--- config.mk ---
export PLATFORM = sky130hd
export DESIGN_NAME = inband_file_transfer_deframer_flat
export DESIGN_NICKNAME = d
export VERILOG_FILES = /design/src/design/ifd_pkg.sv /design/src/design/ifd_in_if.sv /design/src/design/ifd_out_if.sv /design/src/design/ifd_recognizer.sv /design/src/design/ifd_burst_buffer.sv /design/src/design/inband_file_transfer_deframer.sv /design/src/flat_wrapper.sv
export SDC_FILE = /design/constraint.sdc
export NUM_CORES = 1
export LEC_CHECK = 0
export BUFFER_PORTS_ARGS = -buffer_cell sky130_fd_sc_hd__buf_2
export CAP_MARGIN = 20
export CORE_ASPECT_RATIO = 0.7
export CORE_MARGIN = 4
export CORE_UTILIZATION = 55
export DETAILED_ROUTE_END_ITERATION = 6
export HOLD_SLACK_MARGIN = 0.08
export PLACE_DENSITY_LB_ADDON = 0.12
export SYNTH_ARGS = -nofsm -noshare
export SYNTH_HDL_FRONTEND = slang
export SYNTH_SLANG_ARGS = --single-unit
--- constraint.sdc ---
create_clock -name clk -period 2.9 [get_ports clk]
set_clock_uncertainty 0.05 [all_clocks]
set_input_delay 0.29 -clock clk [delete_from_list [all_inputs] [get_ports clk]]
set_output_delay 0.29 -clock clk [all_outputs]
set_load 0.005 [all_outputs]
--- src/design/ifd_pkg.sv ---
// ----------------------------------------------------------------------------
// ifd_pkg
// Shared types and character constants for the in-band file transfer deframer.
// ----------------------------------------------------------------------------
`default_nettype none

package ifd_pkg;

    localparam int unsigned CHAR_W    = 7;
    localparam int unsigned BURST_MAX = 7;
    localparam int unsigned IDX_W     = 3;

    localparam logic [CHAR_W-1:0] CH_CR    = 7'h0D;
    localparam logic [CHAR_W-1:0] CH_LF    = 7'h0A;
    localparam logic [CHAR_W-1:0] CH_TILDE = 7'h7E;
    localparam logic [CHAR_W-1:0] CH_GT    = 7'h3E;
    localparam logic [CHAR_W-1:0] CH_COLON = 7'h3A;
    localparam logic [CHAR_W-1:0] CH_SP    = 7'h20;
    localparam logic [CHAR_W-1:0] CH_TAB   = 7'h09;
    localparam logic [CHAR_W-1:0] CH_O     = 7'h6F;
    localparam logic [CHAR_W-1:0] CH_K     = 7'h6B;
    localparam logic [CHAR_W-1:0] CH_NUL   = 7'h00;

    typedef enum logic [2:0] {
        K_CON    = 3'd0,
        K_FILE   = 3'd1,
        K_NAME   = 3'd2,
        K_CREATE = 3'd3,
        K_APPEND = 3'd4,
        K_CLOSE  = 3'd5
    } kind_t;

    typedef enum logic [3:0] {
        ST_CONSOLE       = 4'd0,
        ST_CR            = 4'd1,
        ST_CR_TILDE      = 4'd2,
        ST_CR_TILDE_GT   = 4'd3,
        ST_APPEND_GT     = 4'd4,
        ST_BLANKS        = 4'd5,
        ST_NAME          = 4'd6,
        ST_BODY          = 4'd7,
        ST_BODY_CR       = 4'd8,
        ST_BODY_CR_TILDE = 4'd9
    } state_t;

    // Results caused by one received byte, in emission order.
    typedef struct packed {
        logic [BURST_MAX-1:0][CHAR_W-1:0] chars;
        kind_t [BURST_MAX-1:0]            kinds;
        logic [IDX_W-1:0]                 cnt;
    } burst_t;

    // Buffer status toward the input side.
    typedef struct packed {
        logic free;
        logic busy;
    } buf_status_t;

    function automatic burst_t put(burst_t b, logic [CHAR_W-1:0] ch, kind_t k);
        burst_t r;
        r = b;
        r.chars[b.cnt] = ch;
        r.kinds[b.cnt] = k;
        r.cnt = b.cnt + 3'd1;
        return r;
    endfunction

endpackage

`default_nettype wire

--- src/design/ifd_in_if.sv ---
// ----------------------------------------------------------------------------
// ifd_in_if
// Received serial byte channel: valid/ready plus the raw byte.
// ----------------------------------------------------------------------------
`default_nettype none

interface ifd_in_if;
    logic       valid;
    logic       ready;
    logic [7:0] rx_byte;

    modport source (output valid, output rx_byte, input ready);
    modport sink   (input valid, input rx_byte, output ready);
endinterface

`default_nettype wire

--- src/design/ifd_out_if.sv ---
// ----------------------------------------------------------------------------
// ifd_out_if
// Result channel: valid/ready plus character, kind and last flag.
// ----------------------------------------------------------------------------
`default_nettype none

interface ifd_out_if;
    logic       valid;
    logic       ready;
    logic [6:0] out_char;
    logic [2:0] out_kind;
    logic       last;

    modport source (output valid, output out_char, output out_kind, output last,
                    input ready);
    modport sink   (input valid, input out_char, input out_kind, input last,
                    output ready);
endinterface

`default_nettype wire

--- src/design/ifd_recognizer.sv ---
// ----------------------------------------------------------------------------
// ifd_recognizer
// Frame recognizer: state registers and the burst of words one byte causes.
// ----------------------------------------------------------------------------
`default_nettype none

module ifd_recognizer
    import ifd_pkg::*;
(
    input  wire logic       clk,
    input  wire logic       rst_n,
    input  wire logic       accept,
    input  wire logic [7:0] rx_byte,
    output burst_t          burst
);

    state_t            state_reg, state_next;
    logic              append_reg, append_next;
    logic              crp_reg, crp_next;
    logic [CHAR_W-1:0] c;
    burst_t            b;

    always_ff @(posedge clk or negedge rst_n)
    begin
        if (!rst_n)
        begin
            state_reg  <= ST_CONSOLE;
            append_reg <= 1'b0;
            crp_reg    <= 1'b0;
        end
        else if (accept)
        begin
            state_reg  <= state_next;
            append_reg <= append_next;
            crp_reg    <= crp_next;
        end
    end

    always_comb
    begin
        c           = rx_byte[CHAR_W-1:0];   // parity bit dropped
        b           = '0;
        state_next  = state_reg;
        append_next = append_reg;
        crp_next    = crp_reg;
        case (state_reg)
            ST_CR:
            begin
                if (c == CH_TILDE)
                    state_next = ST_CR_TILDE;
                else if (c == CH_CR)
                    b = put(b, CH_CR, K_CON);
                else
                begin
                    state_next = ST_CONSOLE;
                    b = put(b, CH_CR, K_CON);
                    b = put(b, c, K_CON);
                end
            end
            ST_CR_TILDE:
            begin
                if (c == CH_GT)
                    state_next = ST_CR_TILDE_GT;
                else
                begin
                    state_next = ST_CONSOLE;
                    b = put(b, CH_CR, K_CON);
                    b = put(b, CH_TILDE, K_CON);
                    b = put(b, c, K_CON);
                end
            end
            ST_CR_TILDE_GT:
            begin
                if (c == CH_GT)
                    state_next = ST_APPEND_GT;
                else if (c == CH_COLON)
                begin
                    state_next  = ST_BLANKS;
                    append_next = 1'b0;
                end
                else
                begin
                    state_next = ST_CONSOLE;
                    b = put(b, CH_CR, K_CON);
                    b = put(b, CH_TILDE, K_CON);
                    b = put(b, CH_GT, K_CON);
                    b = put(b, c, K_CON);
                end
            end
            ST_APPEND_GT:
            begin
                if (c == CH_COLON)
                begin
                    state_next  = ST_BLANKS;
                    append_next = 1'b1;
                end
                else
                begin
                    state_next = ST_CONSOLE;
                    b = put(b, CH_CR, K_CON);
                    b = put(b, CH_TILDE, K_CON);
                    b = put(b, CH_GT, K_CON);
                    b = put(b, CH_GT, K_CON);
                    b = put(b, c, K_CON);
                end
            end
            ST_BLANKS:
            begin
                if (c == CH_CR)
                begin
                    // empty filename: replay the header, less its blanks
                    state_next = ST_CONSOLE;
                    b = put(b, CH_CR, K_CON);
                    b = put(b, CH_TILDE, K_CON);
                    b = put(b, CH_GT, K_CON);
                    if (append_reg)
                        b = put(b, CH_GT, K_CON);
                    b = put(b, CH_COLON, K_CON);
                    b = put(b, CH_CR, K_CON);
                end
                else if (c != CH_SP && c != CH_TAB)
                begin
                    state_next = ST_NAME;
                    b = put(b, c, K_NAME);
                end
            end
            ST_NAME:
            begin
                if (c == CH_CR)
                begin
                    crp_next   = 1'b1;
                    state_next = ST_BODY;
                    b = put(b, CH_NUL, append_reg ? K_APPEND : K_CREATE);
                end
                else
                    b = put(b, c, K_NAME);
            end
            ST_BODY:
            begin
                if (c == CH_CR)
                begin
                    crp_next   = 1'b1;
                    state_next = ST_BODY_CR;
                end
                else if (c == CH_LF && crp_reg)
                    crp_next = 1'b0;
                else
                    b = put(b, c, K_FILE);
            end
            ST_BODY_CR:
            begin
                if (c == CH_TILDE)
                    state_next = ST_BODY_CR_TILDE;
                else if (c == CH_LF && crp_reg)
                begin
                    crp_next   = 1'b0;
                    state_next = ST_BODY;
                    b = put(b, CH_LF, K_FILE);
                end
                else
                begin
                    state_next = ST_BODY;
                    b = put(b, CH_CR, K_FILE);
                    b = put(b, c, K_FILE);
                end
            end
            ST_BODY_CR_TILDE:
            begin
                if (c == CH_GT)
                begin
                    state_next = ST_CONSOLE;
                    b = put(b, CH_NUL, K_CLOSE);
                    b = put(b, CH_CR, K_CON);
                    b = put(b, CH_LF, K_CON);
                    b = put(b, CH_O, K_CON);
                    b = put(b, CH_K, K_CON);
                    b = put(b, CH_CR, K_CON);
                    b = put(b, CH_LF, K_CON);
                end
                else
                begin
                    state_next = ST_BODY;
                    b = put(b, CH_CR, K_FILE);
                    b = put(b, CH_TILDE, K_FILE);
                    b = put(b, c, K_FILE);
                end
            end
            default:
            begin
                state_next = ST_CONSOLE;
                if (c == CH_CR)
                    state_next = ST_CR;
                else
                    b = put(b, c, K_CON);
            end
        endcase
    end

    assign burst = b;

endmodule

`default_nettype wire

--- src/design/ifd_burst_buffer.sv ---
// ----------------------------------------------------------------------------
// ifd_burst_buffer
// Result register holding one byte's burst; hands out one word a cycle while ready.
// ----------------------------------------------------------------------------
`default_nettype none

module ifd_burst_buffer
    import ifd_pkg::*;
(
    input  wire logic   clk,
    input  wire logic   rst_n,
    input  wire logic   load,
    input  wire burst_t burst,
    output buf_status_t status,
    ifd_out_if.source   result
);

    logic [BURST_MAX-1:0][CHAR_W-1:0] chars_reg;
    kind_t [BURST_MAX-1:0]            kinds_reg;
    logic [IDX_W-1:0]                 idx_reg;
    logic [IDX_W-1:0]                 rem_reg;
    logic                             take;

    assign take = result.valid && result.ready;

    always_ff @(posedge clk or negedge rst_n)
    begin
        if (!rst_n)
        begin
            idx_reg <= '0;
            rem_reg <= '0;
        end
        else if (load)
        begin
            idx_reg <= '0;
            rem_reg <= burst.cnt;
        end
        else if (take)
        begin
            idx_reg <= idx_reg + 3'd1;
            rem_reg <= rem_reg - 3'd1;
        end
    end

    always_ff @(posedge clk)
    begin
        if (load)
        begin
            chars_reg <= burst.chars;
            kinds_reg <= burst.kinds;
        end
    end

    assign status.busy = (rem_reg != '0);
    // free when empty or the final word leaves this cycle
    assign status.free = (rem_reg == '0) || (rem_reg == 3'd1 && result.ready);

    assign result.valid    = status.busy;
    assign result.out_char = chars_reg[idx_reg];
    assign result.out_kind = kinds_reg[idx_reg];
    assign result.last     = (rem_reg == 3'd1);

endmodule

`default_nettype wire

--- src/design/inband_file_transfer_deframer.sv ---
// ----------------------------------------------------------------------------
// inband_file_transfer_deframer
// Strips parity from received bytes and splits the stream into console,
// filename and file words plus open/close events for CR~>[>]: name CR frames.
// ----------------------------------------------------------------------------
//
//   port    dir    fields                      meaning
//   serial  sink   rx_byte[7:0]                received byte, bit 7 = parity
//   result  source out_char[6:0] out_kind[2:0] one word per emitted result,
//                  last                        last marks a byte's final word
//
// Cycles: a byte is decoded in the cycle it is accepted and its 0..7 words
// land in the result register; the first is offered on the next cycle.
// A byte causing n words holds the output until all n have left, one word a
// cycle while result.ready is high; the next byte is taken in the cycle the
// last word leaves; while ready, bytes of at most one word flow one per cycle.
// Bytes that cause no word are absorbed with no output.
// Reset clears the recognizer state, append and CR flags, and the word count.
// A stalled result freezes its word; serial.ready stays low until it goes.
// ----------------------------------------------------------------------------
`default_nettype none

module inband_file_transfer_deframer
    import ifd_pkg::*;
(
    input  wire logic clk,
    input  wire logic rst_n,
    ifd_in_if.sink    serial,
    ifd_out_if.source result
);

    burst_t      burst;
    buf_status_t status;
    logic        accept;

    assign serial.ready = status.free;
    assign accept       = serial.valid && status.free;

    // recognizer state advances only on accepted bytes
    ifd_recognizer u_recognizer (
        .clk     (clk),
        .rst_n   (rst_n),
        .accept  (accept),
        .rx_byte (serial.rx_byte),
        .burst   (burst)
    );

    // result register and word sequencer
    ifd_burst_buffer u_buffer (
        .clk    (clk),
        .rst_n  (rst_n),
        .load   (accept),
        .burst  (burst),
        .status (status),
        .result (result)
    );

`ifndef SYNTHESIS
    // never take a byte while more than the departing word is still queued
    a_no_overrun: assert property (@(posedge clk) disable iff (!rst_n)
        accept |-> (!status.busy || (result.ready && result.last)))
        else $error("byte accepted over pending words");

    // after a burst's final word, output only resumes with a new byte
    a_burst_end: assert property (@(posedge clk) disable iff (!rst_n)
        (result.valid && result.ready && result.last && !accept) |=> !result.valid)
        else $error("word emitted with no byte behind it");

    // close is always followed by the console CR of the ok banner
    a_close_ok: assert property (@(posedge clk) disable iff (!rst_n)
        (result.valid && result.ready && result.out_kind == K_CLOSE) |=>
        (result.valid && result.out_char == CH_CR && result.out_kind == K_CON))
        else $error("close not followed by ok banner");

    // events carry no character
    a_event_char: assert property (@(posedge clk) disable iff (!rst_n)
        (result.valid && (result.out_kind == K_CREATE || result.out_kind == K_APPEND
                          || result.out_kind == K_CLOSE)) |-> result.out_char == CH_NUL)
        else $error("event word with nonzero character");
`endif

endmodule

`default_nettype wire
--- src/flat_wrapper.sv ---
// flat-port wrapper written by rule: the top's interface ports become plain ports
module inband_file_transfer_deframer_flat import ifd_pkg::*;
  (clk, rst_n, serial_valid, serial_rx_byte, serial_ready, result_valid, result_out_char, result_out_kind, result_last, result_ready);
  ifd_in_if serial_i ();
  ifd_out_if result_i ();
  input  wire logic clk;
  input  wire logic rst_n;
  input wire logic [$bits(serial_i.valid)-1:0] serial_valid;
  input wire logic [$bits(serial_i.rx_byte)-1:0] serial_rx_byte;
  output wire logic [$bits(serial_i.ready)-1:0] serial_ready;
  output wire logic [$bits(result_i.valid)-1:0] result_valid;
  output wire logic [$bits(result_i.out_char)-1:0] result_out_char;
  output wire logic [$bits(result_i.out_kind)-1:0] result_out_kind;
  output wire logic [$bits(result_i.last)-1:0] result_last;
  input wire logic [$bits(result_i.ready)-1:0] result_ready;
  assign serial_i.valid = serial_valid;
  assign serial_i.rx_byte = serial_rx_byte;
  assign serial_ready = serial_i.ready;
  assign result_valid = result_i.valid;
  assign result_out_char = result_i.out_char;
  assign result_out_kind = result_i.out_kind;
  assign result_last = result_i.last;
  assign result_i.ready = result_ready;
  inband_file_transfer_deframer u_core (.clk(clk), .rst_n(rst_n), .serial(serial_i), .result(result_i));
endmodule
# [Yosys cells after proc, flatten, opt, wreduce, memory -nomap -nowiden]
# Index checks and enable logic that the tools add are counted.
# W data, S select, Z words.
[totals] out_inout_bits=13 wordCells=137 input_bits=12 register_bits=82
[op_classes] reduce_logical=16 muxes=58 bitwise_logic=10 n_lt_le_gt_ge=5 add_sub_neg=4 n_eq_ne=25
[op_table] cell="$pmux W73 S9" n=1
[op_table] cell="$mux W73" n=3
[op_table] cell="$mux W31" n=5
[op_table] cell="$mux W38" n=4
[op_table] cell="$mux W52" n=2
[op_table] cell="$mux W70" n=1
[op_table] cell="$and A21 B21 Y21" n=3
[op_table] cell="$not A21 Y21" n=3
[op_table] cell="$mux W59" n=1
[op_table] cell="$mux W51" n=1
[op_table] cell="$mux W45" n=1
[op_table] cell="$demux W7 S3" n=2
[op_table] cell="$pmux W4 S9" n=1
[op_table] cell="$mux W3" n=11
[op_table] cell="$and A28 B28 Y28" n=1
[op_table] cell="$mux W4" n=7
[op_table] cell="$not A28 Y28" n=1
[op_table] cell="$or A28 B28 Y28" n=1
[op_table] cell="$bmux W7 S3" n=1
[op_table] cell="$mux W7" n=3
[op_table] cell="$or A21 B21 Y21" n=1
[op_table] cell="$demux W3 S3" n=2
[op_table] cell="$eq A4 B3 Y1 const B" n=4
[op_table] cell="$eq A7 B4 Y1 const B" n=2
[op_table] cell="other kinds (26)" n=56

# [Longest topological paths before layout]
# Gate-level depths: netlist (run 1).
[logic_depth] depth_word=13 mapped_depth=9 ltp_nobuf=8

# [Modules after synthesis]
# A second synthesis (run 1) with hierarchy kept.
[unflattened] hier_cells=430 hier_area_um2=4793.3
[by_module_without_submodules] module="ifd_burst_buffer" cells_per_inst=196 area_each_um2=3156.8 seq_area_each_um2=2252.2 n_inst=1
[by_module_without_submodules] module="ifd_recognizer" cells_per_inst=233 area_each_um2=1630.3 seq_area_each_um2=150.1 n_inst=1
[by_module_without_submodules] module="inband_file_transfer_deframer" cells_per_inst=1 area_each_um2=6.3 seq_area_each_um2=0.0 n_inst=1

# [Least setup slack after synthesis (run 1)]
# Ideal clock, no wire load.
[synth_path] kind="reg2reg" start="reg u_core.u_buffer.rem_reg[0]" end="reg u_core.u_recognizer.state_reg[0]" path_stages_with_launch=10 path_buffers=1 period_less_slack_ps=2748 setup_ps=128 path_slack_ps=152 required_time_ps=2722 arrival_ps=2571 path_cell_list="dfrtp_1 -> inv_1 -> ha_1 -> a21oi_1 -> or3b_1 -> buf_2 -> clkinv_1 -> o21ai_2 -> a211oi_4 -> mux2_1"
[synth_between] elab_chain_len=5 word_cells_on_any_way=6 classes_between="eq/ne: 1; reduce/logical: 5"
[synth_rtl] element="start: declaration" line_no="ifd_burst_buffer.sv:21" source="logic [IDX_W-1:0] rem_reg;"
[synth_rtl] element="start signal: assignment" line_no="ifd_burst_buffer.sv:36" source="rem_reg <= burst.cnt;"
[synth_rtl] element="start signal: assignment" line_no="ifd_burst_buffer.sv:41" source="rem_reg <= rem_reg - 3'd1;"
[synth_rtl] element="$eq A3 B1 Y1" line_no="ifd_burst_buffer.sv:56" source="assign status.free = (rem_reg == '0) || (rem_reg == 3'd1 && result.ready);"
[synth_rtl] element="$logic_and A1 B1 Y1" line_no="ifd_burst_buffer.sv:56"
[synth_rtl] element="$logic_or A1 B1 Y1 (*)" line_no="ifd_burst_buffer.sv:56"
[synth_rtl] element="$logic_and A1 B1 Y1 (*)" line_no="inband_file_transfer_deframer.sv:37" source="assign accept = serial.valid && status.free;"
[synth_rtl] element="named net u_core.accept" line_no="inband_file_transfer_deframer.sv:34" source="logic accept;"
[synth_rtl] element="$reduce_and A5 Y1 (no source line) (*)"
[synth_rtl] element="end signal: assignment" line_no="ifd_recognizer.sv:33" source="state_reg <= state_next;"
[synth_rtl] element="end: declaration" line_no="ifd_recognizer.sv:17" source="state_t state_reg, state_next;"
# The timed path passes the listed nets; every way through them passes the cells marked *.
# A chain may end at the register's enable or synchronous reset.

# [Worst setup path in the final report (run 1)]
[layout_path] start="reg u_core.u_recognizer.state_reg[0]" end="reg u_core.u_buffer.chars_reg[13] (netlist bit), data pin"
[layout_between] elab_chain_len=2 word_cells_on_any_way=10 classes_between="eq/ne: 9; mux: 1"
[layout_rtl] element="$eq A4 B4 Y1 (tied with other cells)" line_no="ifd_recognizer.sv:46" source="case (state_reg)"
[layout_rtl] element="$pmux W73 S9 (*)" line_no="ifd_recognizer.sv:46"
[layout_rtl] element="end signal: assignment" line_no="ifd_burst_buffer.sv:49" source="chars_reg <= burst.chars;"
[layout_rtl] element="end: declaration" line_no="ifd_burst_buffer.sv:18" source="logic [BURST_MAX-1:0][CHAR_W-1:0] chars_reg;"
# Every way passes the cells marked *; elsewhere a longest branch is shown, timed or not.

==> results.sh, run 1 <==
export IMPL_stdcell_count=447
export IMPL_fin_ws_ns=0.4145
export IMPL_period_minus_slack_ns=2.486
export IMPL_synthFlopType="edfxtp_1"
export IMPL_slowest_delay_ns=0.82
export IMPL_die_area_mm2=0.007771
export IMPL_placed_cells=438
export IMPL_die_y_um=74.97
export IMPL_power_internal_mw=1.680
export IMPL_rsz0062_at_grt="false"
export IMPL_vias=2812
export IMPL_cap_violations=0
export IMPL_ys_async_sr_fraction=0.2222
export IMPL_cts_resized_gates=0
export IMPL_row_count=24
export IMPL_final_cell_mix="edfxtp_1, nand2_1, nor2_1, buf_2, o21ai_0"
export IMPL_required_ns=2.86
export IMPL_final_max_slew_viol_count=0
export IMPL_finalSetupViolations=0
export IMPL_post_route_cell_area_mm2=0.003806
export IMPL_cts_tree="built"
export IMPL_cts_buffers=5
export IMPL_place_congestion=0.9360
export IMPL_hold_ws_ns=0.2730
export IMPL_synth_area_per_cell_um2=10.01
export IMPL_ant_nets=0
export IMPL_placed_area_mm2=0.003685
export IMPL_vias_per_cell=6.291
export IMPL_grt_total_usage=0.2329
export IMPL_pwr_share_comb=0.341
export IMPL_drtPass1Iterations=5
export IMPL_fmax_mhz=402.3
export IMPL_power_frac_clock=0.203
export IMPL_largest_reg_flops=37
export IMPL_crit_chain="or3b_1 > a221oi_2 > nor3_1 > o21ai_0"
export IMPL_grt_max_degree=48
export IMPL_ys_types=69
export IMPL_start_kind="flop"
export IMPL_utilization=0.6123
export IMPL_drive_gt1_frac=0.1734
export IMPL_crit_buf_inv=0
export IMPL_path_class="reg -> reg"
export IMPL_p_sw_frac=0.3377
export IMPL_post_cts_buffers=0
export IMPL_clockRootBuffer="clkbuf_8"
export IMPL_antenna_cells=0
export IMPL_finalHoldViolCount=0
export IMPL_grt_pass1_vias=2542
export IMPL_clock_tree_buffer_depth=2
export IMPL_critPathSlowestCell="dfrtp_1"
export IMPL_ys_warn_count=0
export IMPL_status="finished, final reports clean"
export IMPL_htree_levels=2
export IMPL_area_delta_synth_final_pct=8.026
export IMPL_antenna_found_initial=0
export IMPL_cp_arrival_ns=2.44
export IMPL_period_share=0.8571
export IMPL_ys_seq_elements=54
export IMPL_clock_sinks=54
export IMPL_die_x_um=103.7
export IMPL_syn_area_mm2=0.003523
export IMPL_mostFrequentLayoutCell="edfxtp_1"
export IMPL_pwr_share_seq=0.456
export IMPL_final_nets=384
export IMPL_dp_hpwl_mm=6.500
export IMPL_final_fill_count=530
export IMPL_portBuffers=23
export IMPL_drcViolationCount=0
export IMPL_wire_per_inst_um=19.83
export IMPL_synth_yosys_seq_area_share=0.4432
export IMPL_power_mw=2.537
export IMPL_tightestPinTransition_ns=0.7950
export IMPL_postCtsHoldBufs=1
export IMPL_core_area_mm2=0.006216
export IMPL_p_switching_mw=0.8568
export IMPL_syn_nets=368
export IMPL_p_leak_nw=1.500
export IMPL_cellPowerDensity_mw_per_mm2=666.6
export IMPL_hold_class="in -> reg"
export IMPL_critPathMaxFanout=22
export IMPL_cpLargestDelayFamily="simple AND/OR/NAND/NOR gates"
export IMPL_start_util=0.5668
export IMPL_synth_edf_count=42
export IMPL_grt_pass1_wl_mm=13.99
export IMPL_path_clk_slew_ns=0.10
export IMPL_clk_insertion_delay_late_ns=0.31
export IMPL_pin_count=25
export IMPL_dp_slack_ns=0.5707
export IMPL_vdd_drop_max_uv=258.4
export IMPL_drt_wl_total_mm=8.866
export IMPL_cp_end_kind="flop"
export IMPL_grt_ovfl_total=0
export IMPL_postSynthCellCount=352
export IMPL_tns_ns=0
export IMPL_slew_headroom=0.4700
export IMPL_initialDrtViolationCount=331
[layer usage]
metal,part of all wire,routed length [um],vias to the layer above,global-route usage
met5,0,0,-,0
met4,0.013,111,0,0.03835
met3,0.084,745,12,0.05913
met2,0.41,3678,125,0.3471
met1,0.49,4331,1335,0.3518
li1,-,-,1340,-
[final timing paths]
check                                                 to  cells past startpoint  slack, ns                             start
max in group asynchronous     u_core.u_buffer.idx_reg[0]                      2       2.23                             rst_n
min reg2reg                  u_core.u_recognizer.crp_reg                      2       0.49       u_core.u_recognizer.crp_reg
max                        u_core.u_buffer.chars_reg[13]                      4       0.41  u_core.u_recognizer.state_reg[0]
max reg2reg                u_core.u_buffer.chars_reg[13]                      4       0.41  u_core.u_recognizer.state_reg[0]
min in group asynchronous    u_core.u_recognizer.crp_reg                      2       0.34                             rst_n
min                           u_core.u_buffer.rem_reg[2]                      4       0.27                      result_ready
[worst reg2reg max path, delay by kind of cell, from the launching register on]
| family | cells | cell delay, ns |
|---|---|---|
| AOI/OAI and AO/OA | 2 | 0.43 |
| DFF | 1 | 0.82 |
| and+or+nand+nor | 2 | 0.89 |
[synthesized netlist by cell type (4+ instances only)]
cell type  count  area, um2
dfrtp_1       12      300.3
clkbuf_1       4      15.01
a31oi_1        7      43.79
nor3_1        14      70.07
or2_1          4      25.02
edfxtp_1      42       1261
nand2_1       39      146.4
ha_1           4      50.05
and2_1         6      37.54
inv_1         17      63.81
a211oi_1       4      30.03
nor2_1        25      93.84
mux2i_1       10      100.1
buf_1          4      15.01
a21oi_1       15      75.07
nand2b_1       6      37.54
o22ai_1        5      31.28
o21ai_0       18      90.09
o21a_1         8      60.06
nand3_1       10      50.05
mux4_2         4      90.09
buf_2         12      60.06
nor2b_1        7      43.79
[kinds of logic after synthesis]
group,count (synthesis),synth area share
AO/OA/AOI/OAI,90,0.1793
XOR/XNOR,1,0.002486
adder cells (fa/ha/maj),4,0.01421
buffers and inverters,42,0.05646
flip-flops,54,0.4432
multiplexers,19,0.06996
AND/OR/NAND/NOR,142,0.2344
[power by group through the flow]
stage	clock [mW]	combinational (mW)	sequential (mW)
after detailed placement	0	0.864	1.18
after floorplan	0	0.666	1.07
after global routing	0.556	0.966	1.17
after CTS	0.522	0.869	1.16
final	0.516	0.864	1.16
after global placement	0	0.842	1.17
[area by class of cell]
| class | instances | area, um2 | share of cell area |
|---|---|---|---|
| Clock buffer | 5 | 68.82 | 0.01808 |
| Multi-Input combinational cell | 256 | 1763 | 0.4632 |
| Tap cell | 78 | 97.59 | 0.02564 |
| Timing Repair Buffer | 33 | 205.2 | 0.05391 |
| Clock inverter | 3 | 42.54 | 0.01118 |
| Inverter | 18 | 67.56 | 0.01775 |
| Sequential cell | 54 | 1562 | 0.4103 |
(Power assumes the default switching activity.)
==> inputs of run 2 (changes only) <==
--- a/config.mk
+++ b/config.mk
@@ -5,7 +5,7 @@
 export SDC_FILE = /design/constraint.sdc
 export NUM_CORES = 1
 export LEC_CHECK = 0
-export BUFFER_PORTS_ARGS = -buffer_cell sky130_fd_sc_hd__buf_2
+export BUFFER_PORTS_ARGS = -buffer_cell sky130_fd_sc_hd__buf_4
 export CAP_MARGIN = 20
 export CORE_ASPECT_RATIO = 0.7
 export CORE_MARGIN = 4
==> constraint.sdc (replaced) <==
create_clock -name clk -period 2.05 [get_ports clk]
set_clock_uncertainty 0.05 [all_clocks]
set_input_delay 0.205 -clock clk [delete_from_list [all_inputs] [get_ports clk]]
set_output_delay 0.205 -clock clk [all_outputs]
set_load 0.005 [all_outputs]
==> run 2 against run 1 <==
Effect of this change: largest cell class unchanged; register-to-register slack got worse by 0.42 ns; the run now ends with negative setup slack left; critical endpoint is now u_core.u_buffer.chars_reg[3]; critical path depth increased by 1; die area stayed put.
==> results.sh, run 2 (synthesis gave the netlist of run 1 again) <==
export IMPL_status="finished, violations left"
export IMPL_violations="negative setup slack"
export IMPL_crit_buf_inv=1
export IMPL_initialDrtViolationCount=300
export IMPL_die_x_um=103.7
export IMPL_grt_ovfl_total=0
export IMPL_slowest_delay_ns=0.59
export IMPL_cp_arrival_ns=2.17
export IMPL_start_util=0.5668
export IMPL_cpLargestDelayFamily="simple AND/OR/NAND/NOR gates"
export IMPL_vias_per_cell=6.167
export IMPL_grt_max_degree=39
export IMPL_placed_area_mm2=0.004288
export IMPL_vdd_drop_max_uv=425.1
export IMPL_cp_end_kind="flop"
export IMPL_cap_violations=0
export IMPL_critPathSlowestCell="nor4_2"
export IMPL_cts_tree="built"
export IMPL_core_area_mm2=0.006216
export IMPL_dp_hpwl_mm=7.709
export IMPL_finalHoldViolCount=0
export IMPL_start_kind="flop"
export IMPL_final_cell_mix="buf_4, edfxtp_1, nand2_1, nor2_1, o21ai_0"
export IMPL_die_area_mm2=0.007771
export IMPL_clock_tree_buffer_depth=2
export IMPL_critPathMaxFanout=12
export IMPL_drive_gt1_frac=0.3364
export IMPL_cts_buffers=5
export IMPL_p_switching_mw=1.378
export IMPL_antenna_found_initial=0
export IMPL_drcViolationCount=0
export IMPL_die_y_um=74.97
export IMPL_tightestPinTransition_ns=0.6530
export IMPL_finalSetupViolations=4
export IMPL_pwr_share_seq=0.391
export IMPL_p_sw_frac=0.3383
export IMPL_stdcell_count=515
export IMPL_pin_count=25
export IMPL_grt_pass1_vias=2967
export IMPL_period_share=1.004
export IMPL_rsz0062_at_grt="true"
export IMPL_drt_wl_total_mm=10.22
export IMPL_vias=3176
export IMPL_pwr_share_comb=0.418
export IMPL_final_nets=452
export IMPL_cp_num_cells=5
export IMPL_path_class="reg -> reg"
export IMPL_post_route_cell_area_mm2=0.004529
export IMPL_row_count=24
export IMPL_power_internal_mw=2.696
export IMPL_fmax_mhz=485.7
export IMPL_clock_sinks=54
export IMPL_wire_per_inst_um=19.84
export IMPL_hold_class="in -> reg"
export IMPL_grt_pass1_wl_mm=15.79
export IMPL_period_minus_slack_ns=2.059
export IMPL_p_leak_nw=1.893
export IMPL_reg2regPathDepth=5
export IMPL_clk_insertion_delay_late_ns=0.32
export IMPL_largest_reg_flops=37
export IMPL_place_congestion=1.020
export IMPL_crit_chain="nand2b_1 > buf_4 > nor4_2 > a211oi_1 > o211ai_1"
export IMPL_final_max_slew_viol_count=0
export IMPL_worstHoldPathCells=2
export IMPL_area_delta_synth_final_pct=28.55
export IMPL_clockRootBuffer="clkbuf_8"
export IMPL_tns_ns=-0.02589
export IMPL_slew_headroom=0.5647
export IMPL_drtPass1Iterations=5
export IMPL_fin_ws_ns=-0.008897
export IMPL_required_ns=2.16
export IMPL_placed_cells=503
export IMPL_ant_nets=0
export IMPL_mostFrequentLayoutCell="buf_4"
export IMPL_path_clk_slew_ns=0.10
export IMPL_cellPowerDensity_mw_per_mm2=899.4
export IMPL_power_mw=4.074
export IMPL_grt_total_usage=0.2668
export IMPL_htree_levels=2
export IMPL_antenna_cells=0
export IMPL_reg2reg_slack_ns=-0.009
export IMPL_power_frac_clock=0.191
export IMPL_hold_ws_ns=0.1432
export IMPL_portBuffers=23
-- run 2: cell types whose count changed in the layout (fill, tap and decap cells not counted), sizes merged --
| cell | previous run | this run |
|---|---|---|
| clkinv | 2 | 1 |
| buf | 32 | 99 |
| clkbuf | 5 | 6 |
| clkinvlp | 0 | 1 |
-- run 2: power by group through the flow --
stage                     registers (mW)  clock network [mW]  logic (mW)
after floorplan                     1.50                   0       0.992
after global placement              1.62                   0        1.48
after detailed placement            1.63                   0        1.56
after CTS                           1.61               0.777        1.58
after global routing                1.62               0.831        1.86
final                               1.59               0.776        1.70
-- run 2: per-stage QoR --
stage | worst slack [ns] | utilization
detailed placement | -0.06270 | 0.6898
global placement | -0.04137 | 0.6898
finish | -0.008897 | 0.7287
CTS | 0.0008721 | 0.7150
floorplan | -0.07556 | -
global route | -0.1006 | 0.7287
-- run 2: repair_timing --
item	CTS	global route
hold buffers	1	0
buffers inserted	1	1
resized for setup	9	6
endpoints found under the setup margin	13	62
hold endpoints to repair	12	0
cloned	0	1
pin swaps	2	1
-- run 2: area by class of cell --
| class | count | area [um2] |
|---|---|---|
| multi-input combinational | 256 | 1826 |
| tap | 78 | 97.59 |
| sequential | 54 | 1568 |
| fill | 458 | 1687 |
| timing repair buffer | 101 | 827.0 |
| clock inverter | 3 | 48.80 |
| inverter | 18 | 93.84 |
| clock buffer | 5 | 68.82 |
-- run 2: worst register-to-register path, delay by kind of cell, from the launching register on --
| family | cells | cell delay [ns] |
|---|---|---|
| simple gates | 2 | 0.80 |
| compound gates | 2 | 0.39 |
| buf+inv | 1 | 0.15 |
| flops | 1 | 0.51 |
-- run 2: worst paths after layout --
path	start	endpoint
worst max-delay path	u_core.u_recognizer.state_reg[3]	u_core.u_buffer.chars_reg[3]
worst min-delay path	serial_rx_byte[4]	u_core.u_buffer.chars_reg[25]
worst max register to register	u_core.u_recognizer.state_reg[3]	u_core.u_buffer.chars_reg[3]
worst min register to register	u_core.u_recognizer.crp_reg	u_core.u_recognizer.crp_reg
max in group asynchronous	rst_n	u_core.u_recognizer.state_reg[2]
min in group asynchronous	rst_n	u_core.u_recognizer.crp_reg
-- run 2: per-layer routing --
metal | up-vias | wire, um | GRT usage
met5 | - | 0 | 0
met4 | 0 | 125 | 0.05605
met3 | 15 | 850 | 0.05313
met2 | 149 | 4594 | 0.4268
met1 | 1534 | 4649 | 0.3855
li1 | 1478 | - | -
==> inputs of run 3 (changes only) <==
--- a/config.mk
+++ b/config.mk
@@ -5,6 +5,7 @@
 export SDC_FILE = /design/constraint.sdc
 export NUM_CORES = 1
 export LEC_CHECK = 0
+export ABC_CLOCK_PERIOD_IN_PS = 2050
 export BUFFER_PORTS_ARGS = -buffer_cell sky130_fd_sc_hd__buf_4
 export CAP_MARGIN = 20
 export CORE_ASPECT_RATIO = 0.7
==> constraint.sdc (replaced) <==
create_clock -name clk -period 2.05 [get_ports clk]
set_clock_uncertainty 0.05 [all_clocks]
set_input_delay 0.1025 -clock clk [delete_from_list [all_inputs] [get_ports clk]]
set_output_delay 0.1025 -clock clk [all_outputs]
set_load 0.005 [all_outputs]
==> run 3 against run 2 <==
Effect of this change: critical endpoint is now u_core.u_recognizer.state_reg[2]; register-to-register slack worse by 0.06 ns; sequential share of layout area about the same; utilization down 0.080 points; largest cell class unchanged; the run still ends with negative setup slack left; flip-flop and latch count unchanged; non-clock buffer count down 6.
==> results.sh, run 3 (synthesis gave the netlist of run 1 again) <==
export IMPL_status="finished, violations left"
export IMPL_violations="negative setup slack"
export IMPL_vias_per_cell=6.183
export IMPL_period_share=1.035
export IMPL_grt_total_usage=0.2602
export IMPL_start_util=0.5668
export IMPL_row_count=24
export IMPL_required_ns=2.21
export IMPL_cp_arrival_ns=2.29
export IMPL_die_y_um=74.97
export IMPL_cp_end_kind="flop"
export IMPL_cts_buffers=5
export IMPL_drive_gt1_frac=0.3503
export IMPL_cap_violations=0
export IMPL_crit_chain="inv_2 > ha_4 > a21oi_2 > or3b_1 > buf_6 > clkinv_16 > o21ai_4 > a211oi_4 > mux2_4"
export IMPL_path_class="reg -> reg"
export IMPL_ant_nets=0
export IMPL_slowest_delay_ns=0.43
export IMPL_initialDrtViolationCount=305
export IMPL_wire_per_inst_um=20.08
export IMPL_p_leak_nw=1.869
export IMPL_cts_tree="built"
export IMPL_start_kind="flop"
export IMPL_drtPass1Iterations=5
export IMPL_fin_ws_ns=-0.07143
export IMPL_cpLargestDelayFamily="flip-flops"
export IMPL_pin_count=25
export IMPL_vdd_drop_max_uv=427.5
export IMPL_cellPowerDensity_mw_per_mm2=895.3
export IMPL_post_route_cell_area_mm2=0.004524
export IMPL_crit_buf_inv=3
export IMPL_antenna_cells=0
export IMPL_finalSetupViolations=5
export IMPL_htree_levels=2
export IMPL_mostFrequentLayoutCell="buf_4"
export IMPL_hold_class="in -> reg"
export IMPL_die_area_mm2=0.007771
export IMPL_antenna_found_initial=0
export IMPL_clk_insertion_delay_late_ns=0.32
export IMPL_portBuffers=23
export IMPL_placed_area_mm2=0.004233
export IMPL_vias=3147
export IMPL_fmax_mhz=471.4
export IMPL_final_cell_mix="buf_4, edfxtp_1, nand2_1, nor2_1, o21ai_0"
export IMPL_clockRootBuffer="clkbuf_8"
export IMPL_multi_input_area_mm2=0.001866
export IMPL_die_x_um=103.7
export IMPL_core_area_mm2=0.006216
export IMPL_grt_ovfl_total=0
export IMPL_seq_area_mm2=0.001568
export IMPL_final_nets=446
export IMPL_period_minus_slack_ns=2.121
export IMPL_drt_wl_total_mm=10.22
export IMPL_dp_hpwl_mm=7.581
export IMPL_critPathMaxFanout=4
export IMPL_finalHoldViolCount=0
export IMPL_critPathSlowestCell="dfrtp_1"
export IMPL_final_max_slew_viol_count=0
export IMPL_tns_ns=-0.2977
export IMPL_dp_slack_ns=-0.09185
export IMPL_slew_headroom=0.5875
export IMPL_place_congestion=0.9837
export IMPL_grt_max_degree=39
export IMPL_grt_pass1_vias=2850
export IMPL_path_clk_slew_ns=0.10
export IMPL_clock_tree_buffer_depth=2
export IMPL_final_fill_count=475
export IMPL_largest_reg_flops=37
export IMPL_drcViolationCount=0
export IMPL_grt_pass1_wl_mm=15.47
export IMPL_tightestPinTransition_ns=0.6136
export IMPL_power_mw=4.051
export IMPL_rsz0062_at_grt="true"
export IMPL_clock_sinks=54
export IMPL_area_delta_synth_final_pct=28.41
run 3: cell count changes in the layout (fill, tap and decap cells not counted), moves of 2 or more:
cell | before | now
buf_4 | 93 | 87
ha_4 | 0 | 2
nor3_1 | 14 | 12
nor3_2 | 1 | 3
run 3: layout make-up:
cell class                      instances  share of cell area
Multi-Input combinational cell        256              0.4123
Clock inverter                          3             0.01079
Timing Repair Buffer                   95              0.1728
Sequential cell                        54              0.3465
Clock buffer                            5             0.01521
Tap cell                               78             0.02157
Inverter                               18             0.02074
run 3: per-stage QoR:
stage	instances	util	hold slack [ns]
2_1_floorplan	352	-	-0.2431
3_3_place_gp	494	0.6810	-0.09007
3_5_place_dp	494	0.6810	-0.08944
4_1_cts	504	0.7051	0.08112
5_1_grt	509	0.7279	0.09953
6_report	509	0.7279	0.07557
run 3: worst paths after layout:
path	startpoint	to	slack, ns	cells past startpoint
setup / recovery	u_core.u_buffer.rem_reg[0]	u_core.u_recognizer.state_reg[2]	-0.07	9
hold / removal	serial_valid	u_core.u_buffer.idx_reg[1]	0.08	4
setup reg to reg	u_core.u_buffer.rem_reg[0]	u_core.u_recognizer.state_reg[2]	-0.07	9
hold reg to reg	u_core.u_recognizer.crp_reg	u_core.u_recognizer.crp_reg	0.51	2
max in group asynchronous	rst_n	u_core.u_buffer.idx_reg[0]	1.65	2
min in group asynchronous	rst_n	u_core.u_recognizer.state_reg[2]	0.11	2
run 3: metal layers:
layer / part of all wire / vias up / track usage / wire length (um)
met1: 0.46 / 1528 / 0.3825 / 4710
met2: 0.44 / 143 / 0.3986 / 4477
met3: 0.090 / 14 / 0.05913 / 918
met4: 0.011 / 0 / 0.06047 / 116
met5: 0 / - / 0 / 0
li1: - / 1462 / - / -
run 3: what timing repair did:
item                                    4_1_cts  5_1_grt
endpoints found under the setup margin       10       68
resized for setup                             6       19
gates cloned                                  0        2
hold endpoints to repair                     12        0
buffers inserted                              1        3
hold buffers                                  1        0
pin swaps                                     1        0
run 3: tightest hold or removal path, stage by stage:
cell	delay [ns]
buf_4	0.09
mux2i_1	0.10
nand2_1	0.08
nand2_1	0.04
run 3: report_power, final:
part	switching, mW	total, mW	internal, mW	leakage, nW
logic	0.788	1.67	0.878	1.27
registers	0.189	1.62	1.43	0.545
clock network	0.394	0.767	0.373	0.0563
total	1.37	4.05	2.68	1.87
